File: config.mk
export PLATFORM = sky130hd
export DESIGN_NAME = cents_literal_parser_unit
export DESIGN_NICKNAME = d
export VERILOG_FILES = /design/src/sv/clp_pkg.sv /design/src/sv/cents_literal_parser_unit.sv /design/src/sv/clp_suffix.sv /design/src/sv/clp_step.sv /design/src/sv/clp_out_stage.sv
export SDC_FILE = /design/constraint.sdc
export NUM_CORES = 2
export LEC_CHECK = 0
export ABC_CLOCK_PERIOD_IN_PS = 17950
export BUFFER_PORTS_ARGS = -buffer_cell sky130_fd_sc_hd__buf_2
export CORE_MARGIN = 5
export CORE_UTILIZATION = 55
export DETAILED_ROUTE_END_ITERATION = 8
export PLACE_DENSITY = 0.76
export SYNTH_ARGS = -nofsm -noshare
export SYNTH_HDL_FRONTEND = slang
export SYNTH_SLANG_ARGS = --single-unit
File: constraint.sdc
create_clock -name clk -period 17.95 [get_ports clk]
set_input_delay 0.8975 -clock clk [delete_from_list [all_inputs] [get_ports clk]]
set_output_delay 0.8975 -clock clk [all_outputs]
set_load 0.005 [all_outputs]
File: src/sv/clp_pkg.sv
`default_nettype none
package clp_pkg;

  localparam int AccW = 63;
  localparam int FracW = 7;

  typedef enum logic [1:0] {
    PH_WHOLE = 2'd0,
    PH_SEP   = 2'd1,
    PH_FRAC  = 2'd2,
    PH_MULT  = 2'd3
  } phase_t;

  typedef struct packed {
    phase_t            phase;
    logic [AccW-1:0]   acc;
    logic [1:0]        fcnt;
    logic [FracW-1:0]  fcents;
    logic              failed;
    logic [AccW-1:0]   sum;
    logic              sum_ovf;
  } state_t;

  typedef struct packed {
    logic [AccW-1:0] acc;
    logic            fail;
  } sfx_t;

  localparam logic [AccW-1:0] AMOUNT_MAX = {AccW{1'b1}};
  localparam logic [AccW-1:0] LIM_K = AMOUNT_MAX / 63'd1000;
  localparam logic [AccW-1:0] LIM_M = AMOUNT_MAX / 63'd1000000;
  localparam logic [AccW-1:0] LIM_B = AMOUNT_MAX / 63'd1000000000;

  localparam logic [9:0]  MUL_K = 10'd1000;
  localparam logic [19:0] MUL_M = 20'd1000000;
  localparam logic [29:0] MUL_B = 30'd1000000000;

  localparam logic [7:0] CH_0     = 8'h30;
  localparam logic [7:0] CH_9     = 8'h39;
  localparam logic [7:0] CH_DOT   = 8'h2E;
  localparam logic [7:0] CH_COMMA = 8'h2C;
  localparam logic [7:0] CH_SPACE = 8'h20;
  localparam logic [7:0] CH_TAB   = 8'h09;
  localparam logic [7:0] CH_K_UP  = 8'h4B;
  localparam logic [7:0] CH_K_LO  = 8'h6B;
  localparam logic [7:0] CH_M_UP  = 8'h4D;
  localparam logic [7:0] CH_M_LO  = 8'h6D;
  localparam logic [7:0] CH_B_UP  = 8'h42;
  localparam logic [7:0] CH_B_LO  = 8'h62;

  localparam state_t STATE_RST = '{
    phase:   PH_WHOLE,
    acc:     '0,
    fcnt:    '0,
    fcents:  '0,
    failed:  1'b0,
    sum:     '0,
    sum_ovf: 1'b0
  };

endpackage
`default_nettype wire

File: src/sv/cents_literal_parser_unit.sv
// cents literal parser
// input channel: one character beat per cycle on in_character, in_last
// marks the final character of a literal; a beat is taken when in_valid
// is high and in_stall is low
// output channel: one beat per literal on out_value_cents and out_status,
// the amount times one hundred, or zero with status 1 on a malformed
// literal or an amount above the signed 64-bit maximum
// throughput: one character per cycle, set by the single parse step that
// sits between the input register and the state and result registers
// the result of a last beat is registered in the result register when
// the beat leaves the input register and shows on out_valid from then on
// only a last beat waits on a stalled output register; other beats keep
// flowing and update the parse state, so in_stall rises only while a
// last beat is held behind a stalled result
// a stalled result holds its value until taken
// reset clears the parse state, the input valid and the result valid
`default_nettype none
module cents_literal_parser_unit (
  input  wire logic        clk,
  input  wire logic        rst_n,
  input  wire logic        in_valid,
  output logic             in_stall,
  input  wire logic [7:0]  in_character,
  input  wire logic        in_last,
  output logic             out_valid,
  input  wire logic        out_stall,
  output logic [62:0]      out_value_cents,
  output logic             out_status
);
  import clp_pkg::*;

  logic        q_valid_r;
  logic        q_valid_nxt;
  logic [7:0]  q_char_r;
  logic        q_last_r;
  state_t      state_r;
  state_t      state_nxt;
  state_t      step_nxt;
  logic [62:0] res_value;
  logic        res_status;
  logic        out_free;
  logic        advance;

  assign advance     = q_valid_r && (!q_last_r || out_free);
  assign in_stall    = q_valid_r && !advance;
  assign q_valid_nxt = in_stall ? q_valid_r : in_valid;

  always_ff @(posedge clk) begin
    if (!rst_n) q_valid_r <= 1'b0;
    else q_valid_r <= q_valid_nxt;
  end

  always_ff @(posedge clk) begin
    if (in_valid && !in_stall) begin
      q_char_r <= in_character;
      q_last_r <= in_last;
    end
  end

  clp_step u_step (
    .cur        (state_r),
    .ch         (q_char_r),
    .nxt        (step_nxt),
    .res_value  (res_value),
    .res_status (res_status)
  );

  always_comb begin
    state_nxt = state_r;
    if (advance) state_nxt = q_last_r ? STATE_RST : step_nxt;
  end

  always_ff @(posedge clk) begin
    if (!rst_n) state_r <= STATE_RST;
    else state_r <= state_nxt;
  end

  clp_out_stage u_out (
    .clk             (clk),
    .rst_n           (rst_n),
    .load            (advance && q_last_r),
    .load_value      (res_value),
    .load_status     (res_status),
    .free            (out_free),
    .out_valid       (out_valid),
    .out_stall       (out_stall),
    .out_value_cents (out_value_cents),
    .out_status      (out_status)
  );

endmodule
`default_nettype wire

File: src/sv/clp_suffix.sv
`default_nettype none
module clp_suffix (
  input  wire logic [62:0] base,
  input  wire logic [7:0]  ch,
  output clp_pkg::sfx_t    res
);
  import clp_pkg::*;

  logic [63:0] prod_k;
  logic [63:0] prod_m;
  logic [63:0] prod_b;

  // operand is below the limit whenever the product is used
  assign prod_k = 64'(base[53:0]) * 64'(MUL_K);
  assign prod_m = 64'(base[43:0]) * 64'(MUL_M);
  assign prod_b = 64'(base[33:0]) * 64'(MUL_B);

  always_comb begin
    res.acc  = base;
    res.fail = 1'b0;
    case (ch)
      CH_SPACE, CH_TAB: begin
        res.acc = base;
      end
      CH_K_UP, CH_K_LO: begin
        res.fail = base > LIM_K;
        res.acc  = prod_k[62:0];
      end
      CH_M_UP, CH_M_LO: begin
        res.fail = base > LIM_M;
        res.acc  = prod_m[62:0];
      end
      CH_B_UP, CH_B_LO: begin
        res.fail = base > LIM_B;
        res.acc  = prod_b[62:0];
      end
      default: begin
        res.fail = 1'b1;
      end
    endcase
  end

endmodule
`default_nettype wire

File: src/sv/clp_step.sv
`default_nettype none
module clp_step (
  input  wire clp_pkg::state_t cur,
  input  wire logic [7:0]      ch,
  output clp_pkg::state_t      nxt,
  output logic [62:0]          res_value,
  output logic                 res_status
);
  import clp_pkg::*;

  logic        digit;
  logic [3:0]  d;
  logic [66:0] whole_wide;
  logic [6:0]  frac2;
  logic [6:0]  frac_add;
  logic [63:0] sum_w;
  logic [62:0] sfx_base;
  sfx_t        sfx;

  assign digit = ch inside {[CH_0:CH_9]};
  assign d     = digit ? 4'(ch - CH_0) : 4'd0;

  assign whole_wide = 67'(cur.acc) * 67'd10 + 67'(d) * 67'd100;

  assign frac2    = 7'(11'(cur.fcents) * 11'd10 + 11'(d));
  assign frac_add = (cur.phase == PH_SEP) ? 7'(7'(d) * 7'd10) : frac2;
  assign sum_w    = 64'(cur.acc) + 64'(frac_add);

  // pending fraction is already folded into sum
  assign sfx_base = (cur.phase == PH_FRAC) ? cur.sum : cur.acc;

  clp_suffix u_suffix (
    .base (sfx_base),
    .ch   (ch),
    .res  (sfx)
  );

  always_comb begin
    nxt = cur;
    if (!cur.failed) begin
      case (cur.phase)
        PH_WHOLE: begin
          if (digit) begin
            if (whole_wide[66:63] != 4'd0) nxt.failed = 1'b1;
            else nxt.acc = whole_wide[62:0];
          end else if (ch == CH_DOT || ch == CH_COMMA) begin
            nxt.phase = PH_SEP;
          end else begin
            nxt.phase  = PH_MULT;
            nxt.acc    = sfx.acc;
            nxt.failed = sfx.fail;
          end
        end
        PH_SEP: begin
          if (!digit) begin
            nxt.failed = 1'b1;
          end else begin
            nxt.phase   = PH_FRAC;
            nxt.fcents  = 7'(d);
            nxt.fcnt    = 2'd1;
            nxt.sum     = sum_w[62:0];
            nxt.sum_ovf = sum_w[63];
          end
        end
        PH_FRAC: begin
          if (digit) begin
            if (cur.fcnt == 2'd1) begin
              nxt.fcents  = frac2;
              nxt.fcnt    = 2'd2;
              nxt.sum     = sum_w[62:0];
              nxt.sum_ovf = sum_w[63];
            end
          end else begin
            nxt.phase = PH_MULT;
            if (cur.sum_ovf) begin
              nxt.failed = 1'b1;
            end else begin
              nxt.acc    = sfx.acc;
              nxt.failed = sfx.fail;
            end
          end
        end
        PH_MULT: begin
          nxt.acc    = sfx.acc;
          nxt.failed = sfx.fail;
        end
        default: begin
          nxt.failed = 1'b1;
        end
      endcase
    end
  end

  // end of literal: empty fraction fails, open fraction closes
  always_comb begin
    res_status = nxt.failed || (nxt.phase == PH_SEP) ||
                 (nxt.phase == PH_FRAC && nxt.sum_ovf);
    if (res_status) res_value = '0;
    else if (nxt.phase == PH_FRAC) res_value = nxt.sum;
    else res_value = nxt.acc;
  end

endmodule
`default_nettype wire

File: src/sv/clp_out_stage.sv
`default_nettype none
module clp_out_stage (
  input  wire logic        clk,
  input  wire logic        rst_n,
  input  wire logic        load,
  input  wire logic [62:0] load_value,
  input  wire logic        load_status,
  output logic             free,
  output logic             out_valid,
  input  wire logic        out_stall,
  output logic [62:0]      out_value_cents,
  output logic             out_status
);
  logic        valid_r;
  logic        valid_nxt;
  logic [62:0] value_r;
  logic        status_r;

  assign free      = !valid_r || !out_stall;
  assign valid_nxt = load ? 1'b1 : (free ? 1'b0 : valid_r);

  always_ff @(posedge clk) begin
    if (!rst_n) valid_r <= 1'b0;
    else valid_r <= valid_nxt;
  end

  always_ff @(posedge clk) begin
    if (load) begin
      value_r  <= load_value;
      status_r <= load_status;
    end
  end

  assign out_valid       = valid_r;
  assign out_value_cents = value_r;
  assign out_status      = status_r;

endmodule
`default_nettype wire

==> run summary <==
======================================================================================
Setup slack after layout                                                       6840 ps
Wire length of the first global-routing pass                                    298 mm
Count of nets left with antenna violations after detail routing                      0
DPL Wire Length                                                                 162 mm
Clock Tree Buf Depth                                                                 3
Area share of the largest cell type after synthesis                              24.3%
Violations in the final reports                                                    DRC
Share of post-route cells with drive strength above 1                            5.30%
Site Rows                                                                          114
Post-synthesis instance area                                               53800 sq um
Inserted Clock Buffers                                                              24
TritonCTS sink count                                                               213
Placement Setup Slack                                                          7020 ps
Total nets after synthesis                                                        7794
Worst min-delay path category                                               reg -> reg
R2R Setup Slk                                                                  6840 ps
Overflow after GRT                                                                   0
Max stage delay on crit path                                                   1050 ps
Overall routed net length                                                       199 mm
Largest net degree at the start of global routing                                   82
Top achievable clock speed                                                    90.0 MHz
Max Slew Vio Count                                                                   0
Lkg Pwr                                                                        28.6 nW
TritonCTS clock tree                                                             built
EDFF count, synth                                                                   73
Worst path depth                                                                    31
Sequential cell fraction of total power                                          28.2%
Combined area of the multi-input logic cells                               43800 sq um
Hold Crit Depth                                                                      2
Global placer's final weighted congestion                                         1.05
Slowest library cell on the worst path                                    sky130_fd_sc_hd__mux2i_1
Post-synth ARST share                                                               0%
Skew final                                                                     26.7 ps
Iter 0 DRT Violations                                                             6642
Synthesized instance count                                                        6386
Final Critical Period                                                         11110 ps
Clock insertion delay at the later pin of the skew report                       580 ps
Sum of internal, switching and leakage power                                   1.85 mW
Core Area                                                                  96900 sq um
Post-CTS Repair Setup Buffers                                                        0
Netlist cell types                                                                 111
Wire per inst                                                             26.2 microns
Relative contribution of combinational cells to total power                      41.8%
RSZ-0062 raised after global routing                                                no
Startpoint types                                                             flip-flop
Mean area per synthesized cell                                              8.42 sq um
Switching power as a share of total power                                        42.4%
Critical path endpoint category                                              flip-flop
Clock slew at the register clock pins of the worst setup and hold paths          70 ps
Yosys top cell by area                                                    sky130_fd_sc_hd__fa_1
Synthesis warning total                                                              0
Prevailing post-synth register cell                                       sky130_fd_sc_hd__dfxtp_1
Normalized max-slew margin                                                       8.59%
Detailed-router iteration count before antenna repair                                9
Pwr per Cell Area                                                         32.8 nW/um^2
Cell-internal power                                                            1.06 mW
Clock group share of total power                                                 29.9%
IR drop worst, VDD                                                           0.0685 mV
Depth of the CTS H-tree                                                              1
Path depth of the worst reg2reg path                                                31
Vias/cell                                                                         6.53
Number of failing hold endpoints at the final stage                                  0
Critical path data required time                                              18260 ps
Sequential cell area                                                        4990 sq um
Floorplan die width                                                        323 microns
Effective utilization at floorplan                                               55.5%
Actual slew at the worst max-slew pin                                          1340 ps
Vert. Die Dim                                                              323 microns
# port buffers                                                                      78
Synthesized flop and latch total                                                   213
Worst Setup Path Type                                                       reg -> reg
DR DRC count                                                                         9
Initial antenna violation count                                                     14
Run status                                                                finished with violations
Post-route fraction of the period consumed by the critical path                  61.9%
Signal arrival time at the worst endpoint                                     11420 ps
Critical path fanouts, max                                                          43
Total global routing track utilization                                           37.4%
Filler cells                                                                      8736
Power dissipated by switching net loads                                       0.783 mW
Hold buffer count at cts                                                             0
Clock root buffer                                                         sky130_fd_sc_hd__clkbuf_16
Post-cts sizing count                                                                0
Share of synthesized area occupied by flip-flops and latches                     9.29%
Total of endpoints with negative setup slack in the final report                     0
Final-layout setup total negative slack                                           0 ps
Family of cells with the greatest summed delay on the critical path        adder cells
Area enclosed by the die boundary                                         104000 sq um
MaxCap Viol Count                                                                    0
Final #Nets                                                                       7712
Worst path buffer plus inverter count                                                6
Top-level port count                                                                79
Area Overhead vs Synth                                                           4.54%
Main area contributors after synthesis                                    sky130_fd_sc_hd__fa_1 (24%), sky130_fd_sc_hd__ha_1 (17%), sky130_fd_sc_hd__inv_1 (7.3%), sky130_fd_sc_hd__dfxtp_1 (5.2%), sky130_fd_sc_hd__edfxtp_1 (4.1%)
Number of global-route vias before repair                                        48634
Detailed-route via count                                                         49607
======================================================================================
==> power by group through the flow <==
stage               Sequential (mW)  Clock (mW)  Combinational, mW
floorplan                     0.524           0              0.507
global placement              0.531           0              0.734
detailed placement            0.531           0              0.741
CTS                           0.521       0.547              0.749
global route                  0.522       0.566              0.834
finish                        0.521       0.552              0.772
==> cells in the final DEF (no fill, tap or decap), types with 140 or more instances in the layout <==
| cell type | count |
|---|---|
| sky130_fd_sc_hd__a21o_1 | 155 |
| sky130_fd_sc_hd__a21oi_1 | 431 |
| sky130_fd_sc_hd__dfxtp_1 | 140 |
| sky130_fd_sc_hd__fa_1 | 653 |
| sky130_fd_sc_hd__ha_1 | 741 |
| sky130_fd_sc_hd__inv_1 | 1042 |
| sky130_fd_sc_hd__nand2_1 | 478 |
| sky130_fd_sc_hd__nor2_1 | 277 |
| sky130_fd_sc_hd__o21ai_0 | 330 |
| sky130_fd_sc_hd__xnor2_1 | 209 |
==> state kept, by name, indices dropped and copies added, names as in the netlist <==
signal / count
q_valid_r: 1
q_last_r: 1
u_out.out_valid: 1
u_out.out_status: 1
state_r: 138
u_out.out_value_cents: 63
q_char_r: 8
==> cell families after synthesis <==
group	share of synthesized area (%)
flip-flops	9.29
adder cells (fa/ha/maj)	41.6
AND/OR/NAND/NOR	13.1
multiplexers	1.74
XOR/XNOR	5.25
buffers and inverters	9.45
AO/OA/AOI/OAI	19.5
==> final cells by class <==
| cell class | count | share of cell area [%] |
|---|---|---|
| multi-input cells | 4846 | 77.8 |
| flip-flops and latches | 213 | 8.89 |
| inverters | 1047 | 6.99 |
| well taps | 1276 | 2.84 |
| repair buffers | 172 | 1.95 |
| clock buffers | 31 | 1.22 |
| clock inverters | 13 | 0.243 |
| diodes | 4 | 0.0178 |
==> final timing paths <==
| path | startpoint | to |
|---|---|---|
| max | state_r[137]$_SDFFE_PN0P_ | u_out.out_value_cents[47]$_SDFFCE_PP0P_ |
| min | state_r[73]$_SDFFE_PN0P_ | state_r[73]$_SDFFE_PN0P_ |
| max reg2reg | state_r[137]$_SDFFE_PN0P_ | u_out.out_value_cents[47]$_SDFFCE_PP0P_ |
| min reg2reg | state_r[73]$_SDFFE_PN0P_ | state_r[73]$_SDFFE_PN0P_ |
==> Yosys cell counts (64+ instances only) <==
| library cell | number |
|---|---|
| sky130_fd_sc_hd__mux2i_1 | 64 |
| sky130_fd_sc_hd__xor2_1 | 110 |
| sky130_fd_sc_hd__nand4_1 | 95 |
| sky130_fd_sc_hd__edfxtp_1 | 73 |
| sky130_fd_sc_hd__nor3_1 | 73 |
| sky130_fd_sc_hd__inv_1 | 1043 |
| sky130_fd_sc_hd__clkbuf_1 | 215 |
| sky130_fd_sc_hd__xnor2_1 | 209 |
| sky130_fd_sc_hd__and2_1 | 68 |
| sky130_fd_sc_hd__a211oi_1 | 70 |
| sky130_fd_sc_hd__nor2b_1 | 84 |
| sky130_fd_sc_hd__dfxtp_1 | 140 |
| sky130_fd_sc_hd__nor2_1 | 280 |
| sky130_fd_sc_hd__a21oi_1 | 431 |
| sky130_fd_sc_hd__ha_1 | 742 |
| sky130_fd_sc_hd__nand2_1 | 480 |
| sky130_fd_sc_hd__nand3_1 | 100 |
| sky130_fd_sc_hd__fa_1 | 653 |
| sky130_fd_sc_hd__o21ai_0 | 331 |
| sky130_fd_sc_hd__a22oi_1 | 77 |
| sky130_fd_sc_hd__a21o_1 | 155 |
==> through the flow <==
stage	hold slack, ps	instances	util (%)	area (sq um)
after global placement	458	7554	57.2	55400
after floorplan	444	6386	-	53800
after detailed placement	468	7554	57.2	55400
final	473	7602	58.0	56200
after global routing	493	7598	58.0	56200
after CTS	477	7598	58.0	56200
==> per-layer routing <==
metal | up-vias | track usage, % | wire length, microns
li1 | 21730 | - | -
met1 | 23836 | 49.7 | 77900
met2 | 3187 | 57.7 | 84900
met3 | 842 | 8.95 | 22600
met4 | 12 | 18.3 | 13700
met5 | - | 0 | 80
==> worst min-delay path: cells and delay by family (launching register included) <==
| family | cells | cell delay [ps] |
|---|---|---|
| compound gates | 1 | 60 |
| simple gates | 1 | 50 |
| flops | 1 | 310 |
Note: power is estimated with default switching activity, not from simulation.
